`src/hw/rtl/scp_pkg.sv`:
```
`timescale 1ns / 1ps
// ----------------------------------------------------------------------------
// scp_pkg
// Shared constants, types and helpers for the segment closest point unit.
// The segment values are fixed point with FRAC_BITS fraction bits.
// ----------------------------------------------------------------------------
package scp_pkg;

    localparam int FRAC_BITS = 16;
    localparam int CW        = 32;
    localparam int MW        = 31;
    localparam int DW        = 33;
    localparam int PW        = 66;
    localparam int LW        = 67;
    localparam int NW        = LW + FRAC_BITS;
    localparam int QW        = 42;
    localparam int SW        = 65;
    localparam int FIFO_DEPTH = 4;
    localparam int FIFO_AW    = 2;
    localparam int PADDR_W    = 5;

    // divider numerator width, quotient stages and pipe depths
    localparam int DN     = PW + CW;
    localparam int DST    = QW + 1;
    localparam int DLAT   = QW + 2;
    localparam int SLAT   = 33;
    localparam int BLAT   = 2 + DLAT + 2 + SLAT;
    localparam int PSPLIT = 33;

    localparam logic [QW-1:0] QCAP = QW'(64'd1 << 40);

    typedef enum logic [2:0] {
        REG_START_X    = 3'd0,
        REG_START_Y    = 3'd1,
        REG_END_X      = 3'd2,
        REG_END_Y      = 3'd3,
        REG_MIN_LENGTH = 3'd4
    } t_reg_idx;

    typedef struct packed {
        logic signed [CW-1:0] start_x;
        logic signed [CW-1:0] start_y;
        logic signed [CW-1:0] end_x;
        logic signed [CW-1:0] end_y;
        logic        [MW-1:0] min_length;
    } t_cfg;

    typedef struct packed {
        logic signed [CW-1:0] query_x;
        logic signed [CW-1:0] query_y;
    } t_query;

    typedef struct packed {
        logic signed [CW-1:0] param_t;
        logic        [16:0]   param_t_clamped;
        logic signed [CW-1:0] near_x;
        logic signed [CW-1:0] near_y;
        logic        [CW-1:0] gap;
        logic                 degenerate;
    } t_result;

    // classified item handed from the front part to the back part
    typedef struct packed {
        logic signed [CW-1:0] query_x;
        logic signed [CW-1:0] query_y;
        logic signed [CW-1:0] start_x;
        logic signed [CW-1:0] start_y;
        logic        [PW-1:0] dot;
        logic                 dneg;
        logic        [DW-2:0] dx_mag;
        logic        [DW-2:0] dy_mag;
        logic                 dx_neg;
        logic                 dy_neg;
        logic        [LW-1:0] lensq;
        logic                 degen;
    } t_work;

    function automatic logic signed [CW-1:0] sat32(input logic signed [QW+1:0] v);
        logic signed [QW+1:0] hi;
        logic signed [QW+1:0] lo;
        hi = (QW+2)'(64'sd2147483647);
        lo = -(QW+2)'(64'sd2147483648);
        if (v > hi) begin
            sat32 = CW'(hi);
        end else if (v < lo) begin
            sat32 = CW'(lo);
        end else begin
            sat32 = CW'(v);
        end
    endfunction

endpackage

```
`src/hw/rtl/scp_queue.sv`:
```
`timescale 1ns / 1ps
// ----------------------------------------------------------------------------
// scp_queue
// Small register queue between front and back parts.
// ----------------------------------------------------------------------------
module scp_queue (
    input  logic           i_clk,
    input  logic           i_rst_n,
    input  logic           i_push,
    input  scp_pkg::t_work i_work,
    output logic           o_space,
    output logic           o_avail,
    input  logic           i_pop,
    output scp_pkg::t_work o_work
);
    import scp_pkg::*;

    t_work            r_mem [FIFO_DEPTH];
    logic [FIFO_AW-1:0] r_wp, r_rp;
    logic [FIFO_AW:0]   r_cnt, n_cnt;

    assign o_space = r_cnt != (FIFO_AW+1)'(FIFO_DEPTH);
    assign o_avail = r_cnt != '0;
    assign o_work  = r_mem[r_rp];

    always_comb begin
        n_cnt = r_cnt + (FIFO_AW+1)'(i_push) - (FIFO_AW+1)'(i_pop);
    end

    always_ff @(posedge i_clk) begin
        if (!i_rst_n) begin
            r_wp  <= '0;
            r_rp  <= '0;
            r_cnt <= '0;
        end else begin
            r_cnt <= n_cnt;
            if (i_push) begin
                r_wp <= r_wp + 1'b1;
            end
            if (i_pop) begin
                r_rp <= r_rp + 1'b1;
            end
        end
    end

    always_ff @(posedge i_clk) begin
        if (i_push) begin
            r_mem[r_wp] <= i_work;
        end
    end
endmodule

```
`config.mk`:
```
export PLATFORM = sky130hd
export DESIGN_NAME = scp_queue
export DESIGN_NICKNAME = d
export VERILOG_FILES = /design/src/hw/rtl/scp_pkg.sv /design/src/hw/rtl/scp_queue.sv
export SDC_FILE = /design/constraint.sdc
export NUM_CORES = 1
export LEC_CHECK = 0
export ABC_AREA = 1
export BUFFER_PORTS_ARGS = -buffer_cell sky130_fd_sc_hd__buf_4
export CAP_MARGIN = 25
export CORE_MARGIN = 5
export CORE_UTILIZATION = 25
export CTS_CLUSTER_SIZE = 24
export DETAILED_ROUTE_END_ITERATION = 8
export PLACE_DENSITY_LB_ADDON = 0.1
export REMOVE_ABC_BUFFERS = 1
export SLEW_MARGIN = 40
export SYNTH_ARGS = -nofsm -noshare
export SYNTH_HDL_FRONTEND = slang
export SYNTH_SLANG_ARGS = --single-unit
```
`constraint.sdc`:
```
create_clock -name i_clk -period 10.85 [get_ports i_clk]
set_clock_uncertainty 0.05 [all_clocks]
set_input_delay 1.085 -clock i_clk [delete_from_list [all_inputs] [get_ports i_clk]]
set_output_delay 1.085 -clock i_clk [all_outputs]
set_load 0.005 [all_outputs]
```
-- Yosys cells after proc, flatten, opt, wreduce, memory -nomap -nowiden
Memories as Yosys holds them, arrays and structs flattened. A register that Yosys moved wholly into a read port is not among the register bits.
Index checks and enable logic that the tools add are counted.
- register bits after elaboration: 7
- bits in writable memories: 1316
- bits of input ports: 333
- output and inout bits: 331
- word-level logic and storage cells: 14
- memories kept: 1
- $add $sub $neg: 4
- equal/unequal tests: 1
- multiplexer cells: 4
- reductions and logical operators: 1
- memories (memory ; words ; bits a word ; read ports ; clocked after Yosys merged registers in ; wr ports ; RTL line ; RTL):
    r_mem ; 4 ; 329 ; 1 ; 1 ; 1 ; scp_queue.sv:18 ; t_work r_mem [FIFO_DEPTH];
- operator list (cell ; count):
    2-bit by 1-bit adder with 2-bit output (second input constant) ; 2
    2-bit two-way mux ; 2
    3-bit by 1-bit adder with 3-bit output ; 1
    3-bit inequality test (second input constant) ; 1
    3-bit nonzero test ; 1
    3-bit by 1-bit subtractor with 3-bit output ; 1
    1-bit two-way mux ; 2

-- Depth between registers and ports, before layout
Gate-level depths: netlist (run 1).
- word-level depth: 3
- gate-level depth with buffers: 9
- gate-level depth less buffers: 9

-- Least setup slack after synthesis (run 1)
OpenSTA, ideal clock, no wires.
- path kind: input -> register
- start: input port i_push
- end: memory r_mem[2][0] (netlist name), enable pin
- arrival: 7.419 ns
- setup slack: 2.702 ns
- cell stages on the path: 2
- cell sequence: nand2_1 inv_1
- longest elaborated chain between the ends: 2
- ends and longest elaborated chain (item ; RTL line ; RTL):
    start, declared ; scp_queue.sv:9 ; input logic i_push,
    1-bit two-way mux ; scp_queue.sv:47 ; if (i_push) begin
    1-bit two-way mux (implied by the code) ; scp_queue.sv:48 ; r_mem[r_wp] <= i_work;
    end, declared ; scp_queue.sv:18 ;
Every way passes these cells.

==> flow_metrics.tcl, run 1 <==
set metrics [dict create \
    hold_viol 0 \
    path_buf_inv 5 \
    synth_xor_area_frac 0 \
    coreArea_mm2 0.210 \
    cts_hold_buf 0 \
    path_class "reg2out" \
    synthFlopType "edfxtp_1" \
    final.setup.worst_slack_ps 5890 \
    timing.slew.headroom 0.449 \
    grt-ovfl-total 0 \
    grt_pass1_vias 30300 \
    gp_congestion 0.698 \
    die_area_mm2 0.221 \
    clk_pin_slew_ps 60 \
    critPathMaxStageDelay_ps 630 \
    setup_viol 0 \
    pin_count 664 \
    ys_async_sr_fraction 0 \
    route.detailed.drc 0 \
    critPathCaptureType "output pin" \
    yosys.area_share.adder 0.00180 \
    root_buffer "clkbuf_16" \
    nNetsFinal 4890 \
    die_h_um 470 \
    power_density_mw_per_mm2 184 \
    min_period_over_period 0.457 \
    layout_min_cycle_time_ps 4960 \
    grt_pass1_wl_um 209000 \
    clock_latency_ps 770 \
    startpoint_type "flip-flop" \
    drt-initial-drc-count 1418 \
    cts.sinks 1325 \
    crit_family "buffers and inverters" \
    crit_slowest_cell "dfxtp_4" \
    hold_ws_ps 405 \
    arrival_ps 3820 \
    pre_cts_slack_ps 6680 \
    mostFrequentLayoutCell "edfxtp_1" \
    synth_top_area_cell "edfxtp_1" \
    cts_tree "done" \
    synth_top_family_by_area "compound AO/OA/AOI/OAI gates" \
    min_path_type "reg2reg" \
    tightest_slew_ps 826 \
    drive_gt1_frac 0.236 \
    switching_power_mw 2.90 \
    synthesis.area_mm2 0.0528 \
    via_count 30400 \
    yosys.area_share.simple 0.0478 \
    routed_wl_um 141000 \
    crit_path_max_fanout 128 \
    syn_inst 3893 \
    portBuffers 663 \
    outcome "complete, no violations" \
    ir_drop_v 0.000137 \
    grt_max_degree 182 \
    yosysUniqueCellTypes 16 \
    antenna_found_initial 37 \
    fp.dieW_um 470 \
    row_count 168 \
    slew_viol_final 0 \
    combPwrFrac 0.098 \
    fin_util 0.313 \
    seq_area_frac_synth 0.751 \
    areaGrowthSynthToFinish_pct 24.5 \
    htree_num_levels 4 \
    wl_per_cell_um 18.8 \
    cts_buffers 162 \
    cp_cell_sequence "buf_12 > buf_16 > buf_12 > buf_16 > a21oi_1 > o21ai_0 > nand2_1 > buf_4" \
    clk_path_buf_depth 3 \
    initial_utilization 0.252 \
    ys_seq_elements 1325 \
    cts_resized 0 \
    instances_no_fill 7498 \
    synth_compound_area_frac 0.127 \
    rsz0062_at_grt "no" \
    viasPerCell 4.05 \
    maxCapViolCount 0 \
    postSynthAreaPerCell_um2 13.6 \
    ant_nets 0 \
    synth_edf_count 1316 \
    yosys.area.top_type_share 0.748 \
    required_ps 9720 \
    swShare 0.239 \
    track_usage 0.125 \
    layout_common_cells "edfxtp_1, buf_4, inv_1" \
    yosysWarningCount 0 \
    hpwl_um 86400 \
    dr.pass1.iters 5 \
    post_cts_buffers 0 \
    intPower_mw 9.23 \
    synthMuxAreaShare 0 \
    fmax_ghz 0.202 \
    pwr-share-seq 0.487 \
    place_inst 7184 \
    synth.area.top_cells "edfxtp_1, inv_1, nand2_1" \
    clockPowerShare 0.414 \
    p_leak_nw 24.6 \
]
power groups by stage:
stage / sequential (mW) / combinational [mW] / clock (mW)
2_1_floorplan: 6.18 / 0.703 / 0
3_3_place_gp: 6.02 / 1.22 / 0
3_5_place_dp: 6.02 / 1.24 / 0
4_1_cts: 5.91 / 1.24 / 5.25
5_1_grt: 5.92 / 1.33 / 5.46
6_report: 5.91 / 1.19 / 5.03
logic make-up after synthesis:
kind of cell / after synthesis
buffers and inverters: 892
adders and majority gates: 7
DFF: 1325
and+or+nand+nor: 672
AOI/OAI and AO/OA: 997
sequential cells by signal, indices dropped and copies added (netlist names), named ones only:
| signal | cells |
|---|---|
| r_cnt | 3 |
| r_rp | 2 |
| r_wp | 2 |
| r_mem | 1316 |
synthesized netlist by cell type (6+ instances only):
cell	number
o211ai_2	180
dfxtp_1	9
edfxtp_1	1316
nand2_1	667
ha_1	6
inv_1	673
buf_6	35
o21ai_0	333
buf_2	135
clkbuf_1	45
o211ai_1	149
a21oi_1	335
per-layer routing:
metal  up-vias  track usage  share of wire  routed length, um
li1      15000            -              -                  -
met1     14500        0.151           0.42              58800
met2       596        0.209           0.49              68600
met3       243       0.0418          0.066               9290
met4        28       0.0406          0.029               4140
met5         -            0         0.0013                177
metrics by stage:
stage / TNS, ps / area, um^2 / power, mW
after floorplan: -4879370 / 51600 / 6.88
after global placement: 0 / 60500 / 7.25
after detailed placement: 0 / 60600 / 7.25
after CTS: 0 / 65600 / 12.4
after global routing: 0 / 65800 / 12.7
final: 0 / 65800 / 12.1
worst reg2reg max path, delay by kind of cell (launching register included):
family | cells | cell delay (ps)
fa+ha+maj | 1 | 150
buf+inv | 5 | 2250
flops | 1 | 330
simple gates | 1 | 120
final cells by class:
| cell class | instances | area, um^2 |
|---|---|---|
| multi-input combinational | 1676 | 9340 |
| tap | 2805 | 3510 |
| fill | 21000 | 144000 |
| clock buffer | 213 | 4280 |
| timing repair buffer | 712 | 5710 |
| clock inverter | 78 | 639 |
| inverter | 673 | 2560 |
| sequential | 1325 | 39700 |
| antenna | 16 | 40.0 |
worst paths after layout:
kind / startpoint / to / slack (ps) / cells after the start
setup / recovery: flip-flop / o_work[37] / 5890 / 8
hold / removal: r_rp[1] / flip-flop / 400 / 2
setup reg to reg: r_wp[1] / r_mem[1][97] / 7480 / 7
hold reg to reg: r_rp[1] / flip-flop / 400 / 2
(Power assumes the default switching activity.)
==> inputs of run 2 (changes only) <==
- clock period: 10.85 -> 4.85 ns (I/O delays scaled with it)
==> run 2 against run 1 <==
Power rose by 130%. Final cell count rose by 4.7%. Flip-flop and latch count did not move. Critical path type unchanged. Largest cell class unchanged.
==> flow_metrics.tcl, run 2 (same netlist as run 1, synthesis figures left out) <==
set metrics [dict create \
    areaGrowthSynthToFinish_pct 31.1 \
    drt-initial-drc-count 1609 \
    grt_pass1_wl_um 217000 \
    drive_gt1_frac 0.222 \
    placed_cell_area_mm2 0.0610 \
    largest_registers "r_mem: 1316 flops, r_cnt: 3 flops" \
    layout_common_cells "edfxtp_1, buf_4, inv_1" \
    ant_nets 0 \
    grt_max_degree 130 \
    maxCapViolCount 0 \
    row_count 168 \
    clk_path_buf_depth 3 \
    viasPerCell 4.06 \
    cts_tree "done" \
    setup_viol 0 \
    layout_min_cycle_time_ps 3350 \
    pwr-share-seq 0.482 \
    fin_util 0.330 \
    min_period_over_period 0.690 \
    post_cts_buffers 0 \
    multi_input_area_mm2 0.00934 \
    route.detailed.drc 0 \
    p_leak_nw 26.1 \
    portBuffers 663 \
    design_area_mm2 0.0693 \
    outcome "complete, no violations" \
    min_path_type "reg2reg" \
    die_area_mm2 0.221 \
    initial_utilization 0.252 \
    startpoint_type "flip-flop" \
    critPathCaptureType "output pin" \
    htree_num_levels 4 \
    clock_latency_ps 750 \
    path_class "reg2out" \
    largest_reg_flops 1316 \
    power_density_mw_per_mm2 396 \
    mostFrequentLayoutCell "edfxtp_1" \
    rsz0062_at_grt "no" \
    cts_hold_buf 333 \
    coreArea_mm2 0.210 \
    required_ps 4320 \
    clockPowerShare 0.410 \
    fp.dieW_um 470 \
    seq_area_mm2 0.0397 \
    switching_power_mw 6.47 \
    clk_pin_slew_ps 50 \
    hpwl_um 89400 \
    wl_per_cell_um 18.4 \
    tightest_slew_ps 875 \
    tns_ps 0 \
    ir_drop_v 0.000331 \
    die_h_um 470 \
    fmax_ghz 0.299 \
    nFillCells 21000 \
    grt-ovfl-total 0 \
    nNetsFinal 5243 \
    root_buffer "clkbuf_16" \
    intPower_mw 21.0 \
    largest_register "r_mem" \
    grt_pass1_vias 32200 \
    combPwrFrac 0.108 \
    via_count 31900 \
    cts_resized 0 \
    crit_path_max_fanout 127 \
    instances_no_fill 7848 \
    hold_viol 0 \
    place_inst 7213 \
    cts_buffers 159 \
    timing.slew.headroom 0.416 \
    dr.pass1.iters 5 \
    pin_count 664 \
    slew_viol_final 0 \
    arrival_ps 2810 \
    routed_wl_um 145000 \
    swShare 0.236 \
    antenna_found_initial 30 \
    gp_congestion 0.715 \
    track_usage 0.129 \
    cts.sinks 1325 \
]
[run 2: changes by cell type in the layout (fill, tap and decap cells not counted), moves of 3 or more]
cell and delta:
dlygate4sd3_1 +333, buf_6 -9, clkinv_16 -3, inv_6 -6
buf_12 +19, bufinv_16 +3, clkbuf_1 +8, buf_4 +21
clkinvlp_4 -3, buf_16 -8
[run 2: per-stage QoR]
step	hold slack, ps	power [mW]	setup slack, ps
2_1_floorplan	386	15.4	-20230
4_1_cts	274	28.0	1190
3_3_place_gp	398	16.3	2150
6_report	401	27.4	1500
3_5_place_dp	396	16.3	2110
5_1_grt	324	28.8	1270
[run 2: final cells by class]
cell class | count | area share
Inverter | 673 | 0.0370
Clock inverter | 64 | 0.00755
Sequential cell | 1325 | 0.573
Tap cell | 2805 | 0.0507
Multi-Input combinational cell | 1676 | 0.135
Timing Repair Buffer | 1068 | 0.134
Antenna cell | 16 | 0.000578
Clock buffer | 221 | 0.0623
[run 2: layer usage]
metal	track usage	share of wire	up-vias
met5	0	0.00065	-
met2	0.213	0.48	611
met3	0.0366	0.057	236
met4	0.0452	0.032	14
met1	0.161	0.43	15300
li1	-	-	15700
[run 2: worst max-delay path, stage by stage (launching register included)]
cell and delay, ps:
dfxtp_4 740, buf_12 600, o211ai_2 180, nand2_1 210
buf_4 150
[run 2: path summary, 6_finish.rpt]
check | startpoint | endpoint | slack [ps] | cells past startpoint
worst max-delay path | flip-flop | o_work[132] | 1500 | 4
worst min-delay path | r_rp[1] | flip-flop | 400 | 2
worst max register to register | r_wp[1] | r_mem[1][78] | 2530 | 5
worst min register to register | r_rp[1] | flip-flop | 400 | 2
[run 2: power by group through the flow]
stage	registers, mW	clock network [mW]	logic [mW]
finish	13.2	11.2	2.96
global route	13.3	12.2	3.30
CTS	13.2	11.7	3.08
detailed placement	13.5	0	2.81
global placement	13.5	0	2.81
floorplan	13.8	0	1.57
==> inputs of run 3 (changes only) <==
- ABC_AREA: 1 -> 0
- clock period: 4.85 -> 2.75 ns (I/O delays scaled with it)
==> run 3 against run 2 <==
The run now ends with negative setup slack left. Sequential share of layout area up 1.2 points. Sequential power up 77%. Synthesized area down 8.7%. Die area down 8.5%. Utilization up 2.3 points. Wire length down 5.1%. Largest cell class unchanged.
==> flow_metrics.tcl, run 3 <==
set metrics [dict create \
    r2r_cells 5 \
    cp_cell_sequence "buf_16 > buf_12 > buf_12 > buf_16 > mux4_2 > buf_6" \
    hold_viol 0 \
    yosys.area.top_type_share 0.819 \
    grt_max_degree 63 \
    seq_area_frac_synth 0.823 \
    viasPerCell 4.14 \
    p_leak_nw 22.8 \
    crit_path_max_fanout 10 \
    die_area_mm2 0.202 \
    final.setup.worst_slack_ps -12.5 \
    min_to "r_mem[2][239]" \
    rsz0062_at_grt "yes" \
    route.detailed.drc 0 \
    seq_area_mm2 0.0397 \
    root_buffer "clkbuf_16" \
    mostFrequentLayoutCell "edfxtp_1" \
    ir_drop_v 0.000515 \
    synthMostInstantiatedCell "edfxtp_1" \
    critPathCaptureType "output pin" \
    synthesis.area_mm2 0.0483 \
    drive_gt1_frac 0.438 \
    cts.sinks 1325 \
    tightest_slew_ps 489 \
    clk_pin_slew_ps 60 \
    layout_common_cells "edfxtp_1, buf_4, dlygate4sd3_1" \
    grt_pass1_wl_um 194000 \
    crit-reg2reg-capture "r_mem[0][58]" \
    min_period_over_period 1.00 \
    row_count 161 \
    synth_common_cells "edfxtp_1, mux4_2, buf_12, buf_2, dfxtp_1" \
    pin_count 664 \
    hpwl_um 86900 \
    wl_per_cell_um 24.3 \
    synth.area.top_cells "edfxtp_1, mux4_2, buf_12" \
    layout_min_cycle_time_ps 2760 \
    power_density_mw_per_mm2 733 \
    grt_pass1_vias 26200 \
    yosysWarningCount 0 \
    min_path_type "in2reg" \
    path_class "reg2out" \
    ff2ff_setup_slack_ps 870 \
    portBuffers 663 \
    startpoint_type "flip-flop" \
    power.total_mw 49.7 \
    reg2reg_from "r_wp[0]" \
    maxCapViolCount 0 \
    pre_cts_slack_ps 610 \
    crit_slowest_cell "mux4_2" \
    ys_async_sr_fraction 0 \
    min-delay-start "i_work[239]" \
    postSynthAreaPerCell_um2 27.4 \
    yosysUniqueCellTypes 22 \
    violations "negative setup slack" \
    nFillCells 17900 \
    ys_seq_elements 1325 \
    track_usage 0.133 \
    slew_viol_final 0 \
    htree_num_levels 4 \
    fp.dieW_um 449 \
    largest_reg_flops 1316 \
    largest_registers "r_mem: 1316 flops, r_cnt: 3 flops" \
    ant_nets 0 \
    die_h_um 449 \
    initial_utilization 0.251 \
    clock_latency_ps 770 \
    areaGrowthSynthToFinish_pct 40.5 \
    syn_inst 1762 \
    coreArea_mm2 0.192 \
    multi_input_area_mm2 0.00765 \
    largest_register "r_mem" \
    hold_depth 2 \
    grt-ovfl-total 0 \
    antenna_found_initial 19 \
    via_count 23400 \
    cts_tree "done" \
    arrival_ps 2440 \
    outcome "finished, violations left" \
    drt-initial-drc-count 1014 \
    synth_edf_count 1316 \
    synthFlopType "edfxtp_1" \
    timing.slew.headroom 0.674 \
    dr.pass1.iters 4 \
    setup_viol 10 \
    cts_buffers 156 \
    gp_congestion 0.719 \
    critPathMaxStageDelay_ps 520 \
    nNetsFinal 3335 \
    fmax_ghz 0.362 \
    clk_path_buf_depth 3 \
    synth_top_area_cell "edfxtp_1" \
    routed_wl_um 137000 \
    required_ps 2420 \
]
==> run 3: how the worst max path moves through the flow <==
stage              start           to  depth (start not counted)
5_1_grt        flip-flop  o_work[313]                          5
3_3_place_gp   flip-flop   o_work[99]                          4
6_report       flip-flop  o_work[300]                          6
3_5_place_dp   flip-flop   o_work[99]                          4
4_1_cts        flip-flop  o_work[253]                          5
2_1_floorplan  flip-flop    o_work[0]                          1
==> run 3: logic make-up after synthesis <==
kind of cell	Yosys count	share of synthesized area
AO/OA/AOI/OAI	2	0.000311
multiplexers	330	0.154
XOR/XNOR	3	0.000830
AND/OR/NAND/NOR	15	0.00156
flip-flops	1325	0.823
adder cells (fa/ha/maj)	7	0.00197
buffers and inverters	80	0.0188
==> run 3: critical path: cells and delay by family (launching register included) <==
| family | cells | cell delay, ps |
|---|---|---|
| buffers and inverters | 5 | 720 |
| muxes | 1 | 520 |
| DFF | 1 | 410 |
==> run 3: per-stage QoR <==
stage | cells | utilization | area, um^2 | hold slack (ps) | setup TNS (ps)
global placement | 4964 | 0.296 | 56900 | 423 | 0
finish | 5655 | 0.353 | 67800 | 199 | -54.3
detailed placement | 4964 | 0.296 | 56900 | 428 | 0
floorplan | 1688 | - | 47400 | 324 | -
CTS | 5641 | 0.349 | 67000 | 94.6 | -23620
global route | 5653 | 0.353 | 67800 | 127 | -21880
==> run 3: cell type report <==
class                      instances  area share
sequential                      1325       0.586
inverter                           6    0.000332
timing repair buffer            1149       0.182
multi-input combinational        357       0.113
clock inverter                    91      0.0112
antenna                           10    0.000369
tap                             2526      0.0466
clock buffer                     191      0.0611
==> run 3: routing by layer <==
layer,global-route usage,part of all wire,vias up
met1,0.149,0.38,12400
met3,0.0363,0.051,228
met5,0,0.000095,-
met2,0.240,0.53,572
met4,0.0524,0.042,2
li1,-,-,10200
==> run 3: repair_timing <==
| action | in CTS | in global routing |
|---|---|---|
| gates cloned | 29 | 7 |
| setup buffers | 33 | 4 |
| endpoints found under the hold margin | 1337 | 0 |
| setup endpoints to repair | 301 | 287 |
| hold buffers | 333 | 0 |
| gates resized for setup | 190 | 171 |
==> run 3: power breakdown <==
part | switching, mW | internal (mW) | total, mW
combinational | 2.89 | 3.63 | 6.52
sequential | 0.194 | 23.2 | 23.4
clock | 8.00 | 11.7 | 19.7
total | 11.1 | 38.6 | 49.7
